File: src/design/gbc_pkg.sv
// ----------------------------------------------------------------------------
// gbc_pkg
// Shared types and constants of the grid block count and clearance block:
// field widths, item kinds, status codes, register indexes and the structs
// passed between the sequencer and the top level.
// ----------------------------------------------------------------------------
package gbc_pkg;

    localparam int DEF_GRID_SIDE           = 64;
    localparam int DEF_COUNT_BITS          = 8;
    localparam int DEF_MAX_CLEARANCE_BOUND = 15;

    localparam int KIND_W     = 3;
    localparam int COORD_W    = 6;
    localparam int SUM_W      = COORD_W + 1;
    localparam int MAP_W      = 7;
    localparam int CLR_W      = 4;
    localparam int STATUS_W   = 2;
    localparam int IN_DATA_W  = 16;
    localparam int OUT_DATA_W = 16;
    localparam int CFG_IDX_W  = 2;
    localparam int CFG_DATA_W = 7;

    localparam logic [MAP_W-1:0] RST_MAP_WIDTH  = MAP_W'(64);
    localparam logic [MAP_W-1:0] RST_MAP_HEIGHT = MAP_W'(64);
    localparam logic [CLR_W-1:0] RST_CLR_LIMIT  = CLR_W'(15);

    typedef enum logic [KIND_W-1:0] {
        KIND_BLOCK          = 3'd0,
        KIND_UNBLOCK        = 3'd1,
        KIND_STATIC_BLOCK   = 3'd2,
        KIND_STATIC_UNBLOCK = 3'd3,
        KIND_QUERY          = 3'd4
    } t_kind;

    typedef enum logic [STATUS_W-1:0] {
        STATUS_OK        = 2'd0,
        STATUS_UNDERFLOW = 2'd1,
        STATUS_OVERFLOW  = 2'd2,
        STATUS_OUTSIDE   = 2'd3
    } t_status;

    typedef enum logic [CFG_IDX_W-1:0] {
        CFG_MAP_WIDTH  = 2'd0,
        CFG_MAP_HEIGHT = 2'd1,
        CFG_CLR_LIMIT  = 2'd2
    } t_cfg_idx;

    typedef struct packed {
        logic [MAP_W-1:0] map_width;
        logic [MAP_W-1:0] map_height;
        logic [CLR_W-1:0] clearance_limit;
    } t_cfg;

    typedef struct packed {
        logic [KIND_W-1:0]  kind;
        logic [COORD_W-1:0] cell_x;
        logic [COORD_W-1:0] cell_y;
    } t_item;

    typedef struct packed {
        logic             is_blocked;
        logic             became_blocked;
        logic             became_free;
        logic             static_edge;
        logic [CLR_W-1:0] clearance;
        t_status          status;
    } t_result;

endpackage

File: src/design/gbc_seq.sv
// ----------------------------------------------------------------------------
// gbc_seq
// Sequencer: clears the count store after reset, runs the read, modify and
// write of block and unblock items, and walks the L-shaped borders of a
// clearance query one cell per cycle through the store's read port.
// ----------------------------------------------------------------------------
module gbc_seq #(
    parameter int GRID_SIDE           = gbc_pkg::DEF_GRID_SIDE,
    parameter int COUNT_BITS          = gbc_pkg::DEF_COUNT_BITS,
    parameter int MAX_CLEARANCE_BOUND = gbc_pkg::DEF_MAX_CLEARANCE_BOUND,
    parameter int ADDR_W              = 12
) (
    input  logic                    i_clk,
    input  logic                    i_rst_n,
    input  gbc_pkg::t_cfg           i_cfg,
    input  logic                    i_item_valid,
    output logic                    o_item_ready,
    input  gbc_pkg::t_item          i_item,
    input  logic                    i_out_free,
    output logic                    o_res_valid,
    output gbc_pkg::t_result        o_res,
    output logic                    o_mem_we,
    output logic [ADDR_W-1:0]       o_mem_waddr,
    output logic [2*COUNT_BITS-1:0] o_mem_wdata,
    output logic [ADDR_W-1:0]       o_mem_raddr,
    input  logic [2*COUNT_BITS-1:0] i_mem_rdata
);

    import gbc_pkg::*;

    localparam int CELLS  = GRID_SIDE * GRID_SIDE;
    localparam int CALC_W = ADDR_W + SUM_W;

    typedef enum logic [2:0] {
        ST_CLEAR,
        ST_IDLE,
        ST_MOD,
        ST_SCAN,
        ST_PUSH
    } t_state;

    function automatic logic [ADDR_W-1:0] cell_addr(input logic [SUM_W-1:0] x,
                                                    input logic [SUM_W-1:0] y);
        logic [CALC_W-1:0] p;
        p = CALC_W'(y) * CALC_W'(GRID_SIDE) + CALC_W'(x);
        return p[ADDR_W-1:0];
    endfunction

    t_state                  r_state;
    logic [ADDR_W-1:0]       r_clr_addr;
    logic [KIND_W-1:0]       r_kind;
    logic [COORD_W-1:0]      r_x;
    logic [COORD_W-1:0]      r_y;
    logic [ADDR_W-1:0]       r_addr;
    logic                    r_inside;
    t_result                 r_res;
    logic [CLR_W-1:0]        r_c;
    logic [CLR_W-1:0]        r_i;
    logic                    r_side;
    logic                    r_gen_on;
    logic                    r_tag_valid;
    logic [CLR_W-1:0]        r_tag_c;
    logic                    r_tag_out;
    logic                    r_tag_last;

    logic [MAP_W-1:0]        w_cols;
    logic [MAP_W-1:0]        w_rows;
    logic [CLR_W-1:0]        w_lim_cap;
    logic [CLR_W-1:0]        w_lim;
    logic                    w_in_inside;
    logic [COUNT_BITS-1:0]   w_dyn;
    logic [COUNT_BITS-1:0]   w_stat;
    logic                    w_was;
    logic [COUNT_BITS-1:0]   n_dyn;
    logic [COUNT_BITS-1:0]   n_stat;
    logic                    w_upd;
    logic                    w_start_scan;
    t_result                 w_mod_res;
    t_result                 w_scan_res;
    logic                    w_scan_done;
    logic [SUM_W-1:0]        w_gx;
    logic [SUM_W-1:0]        w_gy;
    logic                    w_g_out;
    logic                    w_g_last;

    always_comb begin
        w_cols = i_cfg.map_width;
        w_rows = i_cfg.map_height;
        if (GRID_SIDE < 2 ** MAP_W) begin
            if (MAP_W'(GRID_SIDE) < i_cfg.map_width) begin
                w_cols = MAP_W'(GRID_SIDE);
            end
            if (MAP_W'(GRID_SIDE) < i_cfg.map_height) begin
                w_rows = MAP_W'(GRID_SIDE);
            end
        end
        w_lim_cap = i_cfg.clearance_limit;
        if (MAX_CLEARANCE_BOUND < 2 ** CLR_W) begin
            if (i_cfg.clearance_limit > CLR_W'(MAX_CLEARANCE_BOUND)) begin
                w_lim_cap = CLR_W'(MAX_CLEARANCE_BOUND);
            end
        end
        w_lim = (w_lim_cap == '0) ? CLR_W'(1) : w_lim_cap;
    end

    assign w_in_inside = (SUM_W'(i_item.cell_x) < w_cols) && (SUM_W'(i_item.cell_y) < w_rows);

    assign w_dyn  = i_mem_rdata[COUNT_BITS-1:0];
    assign w_stat = i_mem_rdata[2*COUNT_BITS-1:COUNT_BITS];
    assign w_was  = (|w_dyn) || (|w_stat);

    always_comb begin
        n_dyn        = w_dyn;
        n_stat       = w_stat;
        w_upd        = 1'b0;
        w_start_scan = 1'b0;
        w_mod_res    = '0;
        w_mod_res.status = STATUS_OK;
        unique case (r_kind)
            KIND_BLOCK: begin
                if (&w_dyn) begin
                    w_mod_res.status = STATUS_OVERFLOW;
                end else begin
                    n_dyn = w_dyn + COUNT_BITS'(1);
                    w_upd = 1'b1;
                end
            end
            KIND_UNBLOCK: begin
                if (w_dyn == '0) begin
                    w_mod_res.status = STATUS_UNDERFLOW;
                end else begin
                    n_dyn = w_dyn - COUNT_BITS'(1);
                    w_upd = 1'b1;
                end
            end
            KIND_STATIC_BLOCK: begin
                if (&w_stat) begin
                    w_mod_res.status = STATUS_OVERFLOW;
                end else begin
                    n_stat = w_stat + COUNT_BITS'(1);
                    w_upd  = 1'b1;
                    w_mod_res.static_edge = (w_stat == '0);
                end
            end
            KIND_STATIC_UNBLOCK: begin
                if (w_stat == '0) begin
                    w_mod_res.status = STATUS_UNDERFLOW;
                end else begin
                    n_stat = w_stat - COUNT_BITS'(1);
                    w_upd  = 1'b1;
                    w_mod_res.static_edge = (w_stat == COUNT_BITS'(1));
                end
            end
            KIND_QUERY: begin
                if (!w_was) begin
                    if (w_lim == CLR_W'(1)) begin
                        w_mod_res.clearance = CLR_W'(1);
                    end else begin
                        w_start_scan = 1'b1;
                    end
                end
            end
            default: begin
            end
        endcase
        w_mod_res.is_blocked     = (|n_dyn) || (|n_stat);
        w_mod_res.became_blocked = !w_was && w_mod_res.is_blocked;
        w_mod_res.became_free    = w_was && !w_mod_res.is_blocked;
        if (!r_inside) begin
            w_mod_res        = '0;
            w_mod_res.status = STATUS_OUTSIDE;
            w_upd            = 1'b0;
            w_start_scan     = 1'b0;
        end
    end

    assign w_gx     = SUM_W'(r_x) + SUM_W'(r_side ? r_c : r_i);
    assign w_gy     = SUM_W'(r_y) + SUM_W'(r_side ? r_i : r_c);
    assign w_g_out  = !((w_gx < w_cols) && (w_gy < w_rows));
    assign w_g_last = r_side && (r_i == r_c) && (r_c == w_lim - CLR_W'(1));

    always_comb begin
        w_scan_res        = '0;
        w_scan_res.status = STATUS_OK;
        w_scan_res.clearance = (r_tag_out || w_was) ? r_tag_c : w_lim;
    end

    assign w_scan_done = r_tag_valid && (r_tag_out || w_was || r_tag_last);

    always_comb begin
        unique case (r_state)
            ST_MOD:  o_res = w_mod_res;
            ST_SCAN: o_res = w_scan_res;
            default: o_res = r_res;
        endcase
    end

    assign o_res_valid = i_out_free && (((r_state == ST_MOD) && !w_start_scan) ||
                                        ((r_state == ST_SCAN) && w_scan_done) ||
                                        (r_state == ST_PUSH));
    assign o_item_ready = (r_state == ST_IDLE);

    assign o_mem_raddr = (r_state == ST_IDLE) ?
                         cell_addr(SUM_W'(i_item.cell_x), SUM_W'(i_item.cell_y)) :
                         cell_addr(w_gx, w_gy);
    assign o_mem_we    = (r_state == ST_CLEAR) || ((r_state == ST_MOD) && w_upd);
    assign o_mem_waddr = (r_state == ST_CLEAR) ? r_clr_addr : r_addr;
    assign o_mem_wdata = (r_state == ST_CLEAR) ? '0 : {n_stat, n_dyn};

    always_ff @(posedge i_clk) begin
        if (!i_rst_n) begin
            r_state     <= ST_CLEAR;
            r_clr_addr  <= '0;
            r_gen_on    <= 1'b0;
            r_tag_valid <= 1'b0;
        end else begin
            unique case (r_state)
                ST_CLEAR: begin
                    r_clr_addr <= r_clr_addr + ADDR_W'(1);
                    if (r_clr_addr == ADDR_W'(CELLS - 1)) begin
                        r_state <= ST_IDLE;
                    end
                end
                ST_IDLE: begin
                    if (i_item_valid) begin
                        r_kind   <= i_item.kind;
                        r_x      <= i_item.cell_x;
                        r_y      <= i_item.cell_y;
                        r_addr   <= cell_addr(SUM_W'(i_item.cell_x), SUM_W'(i_item.cell_y));
                        r_inside <= w_in_inside;
                        r_state  <= ST_MOD;
                    end
                end
                ST_MOD: begin
                    if (w_start_scan) begin
                        r_c         <= CLR_W'(1);
                        r_i         <= '0;
                        r_side      <= 1'b0;
                        r_gen_on    <= 1'b1;
                        r_tag_valid <= 1'b0;
                        r_state     <= ST_SCAN;
                    end else if (i_out_free) begin
                        r_state <= ST_IDLE;
                    end else begin
                        r_res   <= w_mod_res;
                        r_state <= ST_PUSH;
                    end
                end
                ST_SCAN: begin
                    r_tag_valid <= r_gen_on && !w_scan_done;
                    r_tag_c     <= r_c;
                    r_tag_out   <= w_g_out;
                    r_tag_last  <= w_g_last;
                    if (r_gen_on) begin
                        if (!r_side) begin
                            r_side <= 1'b1;
                        end else begin
                            r_side <= 1'b0;
                            if (r_i == r_c) begin
                                r_i <= '0;
                                r_c <= r_c + CLR_W'(1);
                            end else begin
                                r_i <= r_i + CLR_W'(1);
                            end
                        end
                    end
                    if (w_scan_done || (r_gen_on && w_g_last)) begin
                        r_gen_on <= 1'b0;
                    end
                    if (w_scan_done) begin
                        if (i_out_free) begin
                            r_state <= ST_IDLE;
                        end else begin
                            r_res   <= w_scan_res;
                            r_state <= ST_PUSH;
                        end
                    end
                end
                ST_PUSH: begin
                    if (i_out_free) begin
                        r_state <= ST_IDLE;
                    end
                end
                default: begin
                    r_state <= ST_IDLE;
                end
            endcase
        end
    end

endmodule
File: config.mk
export PLATFORM = sky130hd
export DESIGN_NAME = gbc_seq
export DESIGN_NICKNAME = d
export VERILOG_FILES = /design/src/design/gbc_pkg.sv /design/src/design/gbc_seq.sv
export SDC_FILE = /design/constraint.sdc
export NUM_CORES = 1
export LEC_CHECK = 0
export BUFFER_PORTS_ARGS = -buffer_cell sky130_fd_sc_hd__buf_2
export CORE_MARGIN = 1.5
export CORE_UTILIZATION = 55
export CTS_CLUSTER_DIAMETER = 100
export DETAILED_ROUTE_END_ITERATION = 10
export PLACE_DENSITY = 0.83
export SYNTH_ARGS = -nofsm -noshare
export SYNTH_HDL_FRONTEND = slang
export SYNTH_SLANG_ARGS = --single-unit
File: constraint.sdc
create_clock -name i_clk -period 3.3 [get_ports i_clk]
set_clock_uncertainty 0.05 [all_clocks]
set_input_delay 0.165 -clock i_clk [delete_from_list [all_inputs] [get_ports i_clk]]
set_output_delay 0.165 -clock i_clk [all_outputs]
set_load 0.005 [all_outputs]
After elaboration in Yosys (flattened, before gate mapping)
Index checks and enable logic that the tools add are counted.

operators by class
  add/subtract/negate cells = 12
  $lt $le $gt $ge = 7
  equality and inequality tests = 25
  muxes and demuxes = 69
  reductions and logical operators = 47

operators by type and width
  kind                     count
  $mux W4                  13
  $mux W10                 5
  $pmux W10 S2             2
  $mux W8                  4
  $pmux W8 S2              2
  $reduce_or A8 Y1         4
  $mux W12                 2
  $mux W1                  21
  $mux W3                  6
  $ne A2 B2 Y1 const B     9
  $add A8 B1 Y8 const B    2
  $logic_not A8 Y1         2
  $mux W16                 1
  $pmux W4 S2              2
  $reduce_and A8 Y1        2
  $sub A8 B1 Y8 const B    2
  $pmux W3 S5              1
  $add A6 B4 Y7            2
  $lt A6 B7 Y1             2
  $lt A7 B7 Y1             2
  $lt A7 B7 Y1 const A     2
  $mux W7                  2
  $logic_and A1 B1 Y1      13
  $add A12 B1 Y12 const B  1
  other kinds (27)         56

storage, ports and cells
  flip-flop bits (word level) = 70
  bits of input ports = 53
  output and inout bits = 53
  word-level logic and storage cells = 181

Depth between registers and ports, before layout
Gate-level depths: netlist of the first run.

  depth in word-level cells = 14
  mapped depth = 14

Least setup slack after synthesis of the first run
Ideal clock, no wire load.

  path type = reg-to-reg
  start point = register r_side
  end point = register r_tag_out, data pin
  setup time = 0.269 ns
  data arrival time = 2.705 ns
  required time = 2.981 ns
  path slack = 0.276 ns
  cell stages (with the launch flop) = 14
  clock period less this slack = 3.024 ns
  cell sequence = edfxtp_1 > clkbuf_1 > mux2_2 > ha_1 > inv_1 > fa_1 > inv_1 > ha_1 > o21a_1 > o21a_1 > o21a_1 > o21ai_0 > a21o_1 > o211ai_1

on the way
  cells in the longest elaborated chain, start to end = 5
  elaborated cells between the ends (all ways) = 8
  those cells by class = add/sub: 2; order compare: 2; mux: 2; reduce/logical: 2

ends and longest elaborated chain
  item                              RTL line                        text
  from (decl)                       gbc_seq.sv:59                   logic r_side;
  from (signal assigned)            gbc_seq.sv:238                  r_side <= 1'b0;
  from (signal assigned)            gbc_seq.sv:256                  r_side <= 1'b1;
  from (signal assigned)            gbc_seq.sv:258                  r_side <= 1'b0;
  $mux W4 (on tied branches)        gbc_seq.sv:177, gbc_seq.sv:178
  $add A6 B4 Y7 (on tied branches)  gbc_seq.sv:177, gbc_seq.sv:178
  $lt A7 B7 Y1                      gbc_seq.sv:179                  assign w_g_out = !((w_gx < w_cols) && (w_gy < w_rows));
  $logic_and A1 B1 Y1 *             gbc_seq.sv:179
  $logic_not A1 Y1 *                gbc_seq.sv:179
  via w_g_out                       gbc_seq.sv:83                   logic w_g_out;
  to (signal assigned)              gbc_seq.sv:252                  r_tag_out <= w_g_out;
  to (decl)                         gbc_seq.sv:63                   logic r_tag_out;

The timed path passes the listed nets; every way through them passes the cells marked *.
A chain may end at the register's enable or synchronous reset.

Final worst setup path of the first run
  start point = register r_side
  end point = output o_mem_raddr[11]

on the way
  cells in the longest elaborated chain, start to end = 4
  elaborated cells between the ends (all ways) = 6
  those cells by class = add/sub: 3; mux: 3

ends and longest elaborated chain
  item                              RTL line                        text
  $mux W4 (on tied branches)        gbc_seq.sv:178, gbc_seq.sv:177
  $add A6 B4 Y7 (on tied branches)  gbc_seq.sv:178, gbc_seq.sv:177
  $add A12 B7 Y12 *                 gbc_seq.sv:45                   p = CALC_W'(y) * CALC_W'(GRID_SIDE) + CALC_W'(x);
  $mux W12 *                        gbc_seq.sv:203                  assign o_mem_raddr = (r_state == ST_IDLE) ?
  to (decl)                         gbc_seq.sv:25                   output logic [ADDR_W-1:0] o_mem_raddr,

Mark *: on every way between the ends. The rest lies on a longest branch, timed or not.

==> results of run 1 <==
[cell families (layout without fill, tap and decap cells)]
kind of cell               count (synthesis)  after routing  synth area share, %
DFF                                       58             58                 29.7
buffers and inverters                     55            186                 4.33
xor gates and xnor gates                  37             37                 6.13
muxes                                     22             22                 4.50
adders and majority gates                 44             44                 10.7
and+or+nand+nor                          272            272                 27.7
AOI/OAI and AO/OA                        132            132                 16.9
[state kept, by name, summed over array words and instances (netlist names)]
name	cells
r_addr	1
r_c	4
r_clr_addr	12
r_gen_on	1
r_i	4
r_inside	1
r_kind	3
r_res	10
r_side	1
r_state	3
r_tag_c	4
r_tag_last	1
r_tag_out	1
r_tag_valid	1
r_x	5
r_y	6
[routing by layer]
metal	wire length [um]	track usage, %	vias up
li1	-	-	2510
met1	6040	37.5	2432
met2	7380	47.9	265
met3	1020	3.68	36
met4	348	9.94	0
met5	0	0	-
[cells in the final DEF (no fill, tap or decap), drive strengths merged, types with 6 or more instances in the layout]
| cell type | Yosys | routed |
|---|---|---|
| a211oi | 12 | 12 |
| a21o | 8 | 8 |
| a21oi | 19 | 19 |
| and2 | 18 | 18 |
| and3 | 11 | 11 |
| buf | 14 | 136 |
| clkbuf | 22 | 10 |
| dfxtp | 17 | 17 |
| dlygate4sd3 | 0 | 15 |
| edfxtp | 41 | 41 |
| ha | 42 | 42 |
| inv | 19 | 19 |
| mux2 | 14 | 14 |
| mux2i | 8 | 8 |
| nand2 | 81 | 81 |
| nand2b | 10 | 10 |
| nand3 | 14 | 14 |
| nand4 | 15 | 15 |
| nor2 | 56 | 56 |
| nor2b | 10 | 10 |
| nor3 | 13 | 13 |
| nor3b | 7 | 7 |
| nor4 | 11 | 11 |
| o21a | 12 | 12 |
| o21ai | 38 | 38 |
| o31ai | 6 | 6 |
| xnor2 | 26 | 26 |
| xor2 | 11 | 11 |
[synthesized netlist by cell type, types with 6 or more instances]
master / instances
buf_2: 12
mux2i_1: 8
inv_1: 19
a21oi_1: 17
nor2_1: 56
a211oi_1: 10
dfxtp_1: 17
mux2_2: 14
nor4_1: 7
nand4_1: 15
o31ai_1: 6
o21a_1: 12
ha_1: 42
edfxtp_1: 41
o21ai_0: 37
xor2_1: 11
nor3_1: 13
nor2b_1: 10
a21o_1: 7
nand2b_1: 10
xnor2_1: 26
and2_1: 17
and3_1: 11
clkbuf_1: 22
nand2_1: 81
nand3_1: 14
[worst max-delay path, delay by kind of cell, from the launching register on]
| kind | cells | cell delay, ns |
|---|---|---|
| AND/OR/NAND/NOR | 5 | 0.68 |
| buffers and inverters | 2 | 0.16 |
| multiplexers | 1 | 0.27 |
| adder cells (fa/ha/maj) | 3 | 0.65 |
| flip-flops | 1 | 0.51 |
| XOR/XNOR | 1 | 0.17 |
| AO/OA/AOI/OAI | 2 | 0.20 |
[report_power, final]
group          switching, mW  total (mW)  internal, mW
registers            0.00398       0.780         0.776
clock network          0.292       0.866         0.575
logic                  0.123       0.220        0.0974
total                  0.418        1.87          1.45
[final timing paths]
path          startpoint               to  slack (ns)  cells past startpoint
max               r_side  o_mem_raddr[11]        0.09                     14
min           i_out_free       r_state[2]        0.14                      2
max reg2reg       r_side        r_tag_out        0.09                     13
min reg2reg  r_tag_valid      r_tag_valid        0.46                      2
[cell type report]
class	count	area, sq um	area share (%)
Multi-Input combinational cell	507	3600	54.8
Sequential cell	58	1570	23.9
Timing Repair Buffer	151	910	13.8
Tap cell	129	161	2.46
Clock inverter	6	129	1.96
Clock buffer	10	128	1.94
Inverter	19	71.3	1.08
[metrics by stage]
stage / power (mW) / util, % / instances / setup WS, ns / area [sq um]
4_1_cts: 1.86 / 68.8 / 864 / 0.0429 / 6380
3_3_place_gp: 0.987 / 63.6 / 828 / 0.228 / 5910
3_5_place_dp: 0.996 / 63.6 / 828 / 0.129 / 5910
5_1_grt: 1.92 / 70.8 / 880 / -0.0452 / 6570
6_report: 1.87 / 70.8 / 880 / 0.0905 / 6570
2_1_floorplan: 0.919 / - / 620 / 0.276 / 5290
[repair_timing]
action | 4_1_cts | 5_1_grt
hold buffers | 15 | 0
resized for setup | 8 | 17
pin swaps | 0 | 7
endpoints found under the hold margin | 15 | 0
setup endpoints to repair | 5 | 10
setup buffers | 5 | 16
==> results by group, run 1 <==
Status
  • Outcome: finished, final reports clean

Synthesis
  • Primary FF master, synth: edfxtp_1
  • Top cells by area, synth: edfxtp_1, ha_1, dfxtp_1
  • Post-synth EDFFs: 41
  • Average size of a mapped cell: between 8 and 9 sq um
  • Synth unique cells: ~70
  • Async set-or-reset flop fraction in the synthesized netlist: 0%
  • Synthesis-stage register bit count: slightly below 60
  • Post-synthesis sequential area ratio: 29.7%
  • Share of the synthesized area in the top cell type: a little under a quarter
  • Warnings, synthesis: 0
  • Synth area leader: edfxtp_1
  • Mapped Area: 0.00529 sq mm
  • Mapped Nets: just over 700
  • Syn Inst Count: 620

Worst setup path
  • Critical Path AT: roughly 3 ns
  • CP cell instances: mux2_4 > ha_4 > inv_2 > fa_2 > nor2b_2 > o21ai_1 > nand2b_1 > and3_4 > ha_4 > nor2b_4 > nand4_1 > xor2_1 > o21ai_1 > buf_2
  • Setup CP Type: reg -> out
  • Slowest-stage cell, CP: edfxtp_1
  • Crit start category: flip-flop
  • Delay of the slowest critical-path stage: about 0.5 ns
  • Max FO, Critical Path: 5
  • Worst EP required: roughly 3.1 ns
  • CP Capture Type: output pin

Timing
  • Slew of the pin with the lowest slew margin: roughly 1.1 ns
  • Final count of pins violating max slew: 0
  • Endpoints failing hold: 0
  • Setup_tns: 0 ns
  • Fin crit share: 97.3%
  • Hold Slack: around 0.14 ns
  • Relative slew slack: a little under a quarter
  • Final setup fails: 0
  • Max Freq: a little over 300 MHz
  • RSZ-0062 raised after global routing: true
  • Crit path time final: ~3.2 ns

Place
  • Dpl hpwl: roughly 11000 um
  • Port Buffers: 105
  • Final GP Congestion: 0.940

Global route
  • Vias in the first global route: roughly 4800
  • Grt ovf: 0
  • Initial antenna violation count: 0
  • Largest net degree at the start of global routing: 32
  • All-Layer GR Usage: around 28%
  • First-pass GRT wire length: between 20000 and 25000 um

Floorplanning
  • Initial Utilization: between 50 and 60%
  • Die X: between 100 and 150 um
  • Io pins: ~110
  • Full die area: approximately 0.010 sq mm
  • Die Ht: ~100 um
  • Rows: 35
  • Core area: 0.00928 sq mm

Routing
  • Routed len/inst: 16.8 um
  • Routed Antenna Nets: 0
  • Number of DRC markers in iteration 0: around 430
  • DR pass1 iterations: 5
  • DRT Wirelength: 14800 um
  • DRC: 0
  • Vias per cell: between 5 and 6
  • Via Count: between 5000 and 6000

Power and ir drop
  • VDD IR max: 0.193 mV
  • Pwr dens: approximately 280 mW/mm^2
  • Leak: roughly 2.8 nW

Finish
  • ANT cells: 0
  • Nets: between 800 and 900
  • Fillers: approximately 730
  • Share of layout cells above drive strength 1: 26.9%
  • Area grow syn2layout: 24.3%

Flow run
  • Max-cap violations: 0

Clocking
  • Root Driver: clkbuf_8
  • CTS tree: done
  • Sink Count: 58
  • H-tree depth: 3
  • CTS max path bufs: 2
  • Clk slew on worst S/H paths: about 0.070 ns
  • Num CTS Buffers: 9
  • Clock latency on the worst-skew pair: about 0.35 ns

Worst hold path
  • Worst hold path type: in -> reg
(Power assumes the default switching activity.)
==> run 2: changes to the inputs <==
- BUFFER_PORTS_ARGS: -buffer_cell sky130_fd_sc_hd__buf_2 -> -buffer_cell sky130_fd_sc_hd__buf_4
- clock period: 3.3 -> 3.6 ns (I/O delays scaled with it)
==> run 2 against run 1 <==
  * Worst hold slack gained 0.0024 ns
  * Die area is the same
  * Clock-buffer cell count grew 1
  * Combinational power is essentially flat
  * Setup slack gained 0.070 ns
  * Register-to-register slack gained 0.32 ns
  * Cell count shrank 2.4%
  * Critical path depth is the same
  * Largest cell class unchanged
  * Largest power group is now sequential cells
  * Highest routed layer unchanged
==> results by group, run 2 (same netlist as run 1, synthesis figures left out) <==
Finish
  • Share of layout cells above drive strength 1: between 20% and 30%
  • Most frequent cells in the layout: buf_4, nand2_1, nor2_1
  • ANT cells: 0
  • Nets: ~800
  • Top flop regs: r_clr_addr (12), r_res (10), r_y (6)
  • Area grow syn2layout: 22.8%
  • Non-Filler Instances: about 860
  • Fillers: ~750
  • Biggest register: r_clr_addr
  • Largest register FFs: 12
  • Commonest non-fill, non-tap cell in the layout: buf_4

Timing
  • Final count of pins violating max slew: 0
  • Final setup fails: 0
  • Crit path time final: between 3 and 4 ns
  • Endpoints failing hold: 0
  • Hold Slack: between 0.1 and 0.15 ns
  • Slew of the pin with the lowest slew margin: approximately 1.1 ns
  • Fin worst setup slack: between 0.15 and 0.2 ns
  • Max Freq: between 200 and 300 MHz
  • Relative slew slack: 23.0%
  • Setup_tns: 0 ns
  • Fin crit share: around 96%

Floorplanning
  • Rows: 35
  • Initial Utilization: a little under three fifths
  • Full die area: slightly above 0.01 sq mm
  • Die Ht: 101 um
  • Core area: a little over 0.009 sq mm
  • Die X: 101 um
  • Io pins: roughly 110

Worst setup path
  • Setup CP Type: reg -> out
  • Delay of the slowest critical-path stage: around 0.50 ns
  • Cell depth of the worst setup path: 14
  • Crit start category: flip-flop
  • Critical Path AT: between 3 and 4 ns
  • Worst path buffer plus inverter count: 2
  • Slowest-stage cell, CP: edfxtp_1
  • CP cell instances: mux2_2 > ha_1 > inv_1 > fa_1 > nor2b_1 > o21ai_0 > nand2b_1 > and3_1 > ha_1 > nor2b_1 > nand4_1 > xor2_1 > o21ai_0 > buf_4
  • Worst-case reg-to-reg path depth: 12
  • Cell family with most CP delay: adder cells
  • Max FO, Critical Path: 6
  • CP Capture Type: output pin
  • Worst EP required: 3.37 ns

Routing
  • Routed wl met3: ~850 um
  • Metal1 wirelength: ~6300 um
  • Top layer reached by signal wires: met4
  • Vias per cell: approximately 6.0
  • DRT Wirelength: around 14000 um
  • Routed len/inst: between 15 and 20 um
  • Met2 routed WL: slightly below 7000 um
  • DR pass1 iterations: 5
  • Via Count: between 5000 and 6000
  • Routed Antenna Nets: 0
  • Number of DRC markers in iteration 0: 350
  • DRC: 0

Place
  • Inst Count DP: 823
  • Port Buffers: between 100 and 150
  • Final GP Congestion: roughly 0.93
  • Dpl hpwl: about 11000 um
  • Setup WS pre-CTS: 0.432 ns

Clocking
  • Root Driver: clkbuf_8
  • H-tree depth: 3
  • Clk slew on worst S/H paths: about 0.07 ns
  • CTS max path bufs: 2
  • Sink Count: between 50 and 60
  • CTS tree: done
  • Num CTS Buffers: 9
  • Clock latency on the worst-skew pair: roughly 0.34 ns

Global route
  • Grt ovf: 0
  • All-Layer GR Usage: 28.4%
  • Initial antenna violation count: 0
  • Largest net degree at the start of global routing: 32
  • First-pass GRT wire length: between 20000 and 25000 um
  • Vias in the first global route: a little under 5000

Worst hold path
  • Worst hold path type: in -> reg
  • Hold Path Depth: 2

Power and ir drop
  • Switching power: 0.380 mW
  • Power share of the clock group: 36.3%
  • Combinational fraction of design power: between 10% and 20%
  • Int Pwr: approximately 1.1 mW
  • Share of power burned in registers: 48.9%
  • Sw Ratio: about a quarter
  • Pwr dens: approximately 230 mW/mm^2
  • VDD IR max: roughly 0.14 mV
  • Leak: between 2 and 3 nW

Flow run
  • Max-cap violations: 0

Status
  • Outcome: finished, final reports clean
==> run 2: cell types whose count changed in the layout (fill, tap and decap cells not counted), sizes merged <==
cell	change
bufinv	-4
clkinv	+1
clkinvlp	+2
buf	-21
clkbuf	+1
==> run 2: path summary, 6_finish.rpt <==
kind,from,to,slack [ns]
worst max-delay path,r_side,o_mem_raddr[11],0.16
worst min-delay path,i_out_free,r_state[2],0.14
worst max register to register,r_side,r_tag_out,0.41
worst min register to register,r_tag_valid,r_tag_valid,0.46
==> run 2: power by group through the flow <==
stage | Clock [mW] | Combinational (mW) | Sequential (mW)
floorplan | 0 | 0.114 | 0.729
global placement | 0 | 0.194 | 0.729
detailed placement | 0 | 0.201 | 0.729
CTS | 0.535 | 0.215 | 0.715
global route | 0.574 | 0.239 | 0.715
finish | 0.531 | 0.218 | 0.715
==> run 2: final cells by class <==
cell class | count | area, sq um | area share, %
well taps | 129 | 161 | 2.49
clock inverters | 5 | 30.0 | 0.463
clock buffers | 11 | 141 | 2.18
multi-input cells | 507 | 3500 | 54.0
inverters | 19 | 71.3 | 1.10
flip-flops and latches | 58 | 1570 | 24.2
repair buffers | 130 | 1010 | 15.6
==> run 2: metrics by stage <==
step	cell area [sq um]	utilization (%)	power [mW]
finish	6490	69.9	1.46
floorplan	5290	-	0.842
global route	6490	69.9	1.53
global placement	6130	66.1	0.923
detailed placement	6130	66.1	0.930
CTS	6450	69.5	1.46
==> run 2: what timing repair did <==
item,4_1_cts,5_1_grt
resized for setup,0,0
setup buffers,0,5
endpoints found under the setup margin,0,5
endpoints found under the hold margin,15,0
hold buffers,15,0
==> run 2: metal layers <==
layer,GRT usage (%),up-vias
met2,47.5,217
li1,-,2468
met5,0,-
met1,37.4,2402
met4,9.51,0
met3,4.30,31
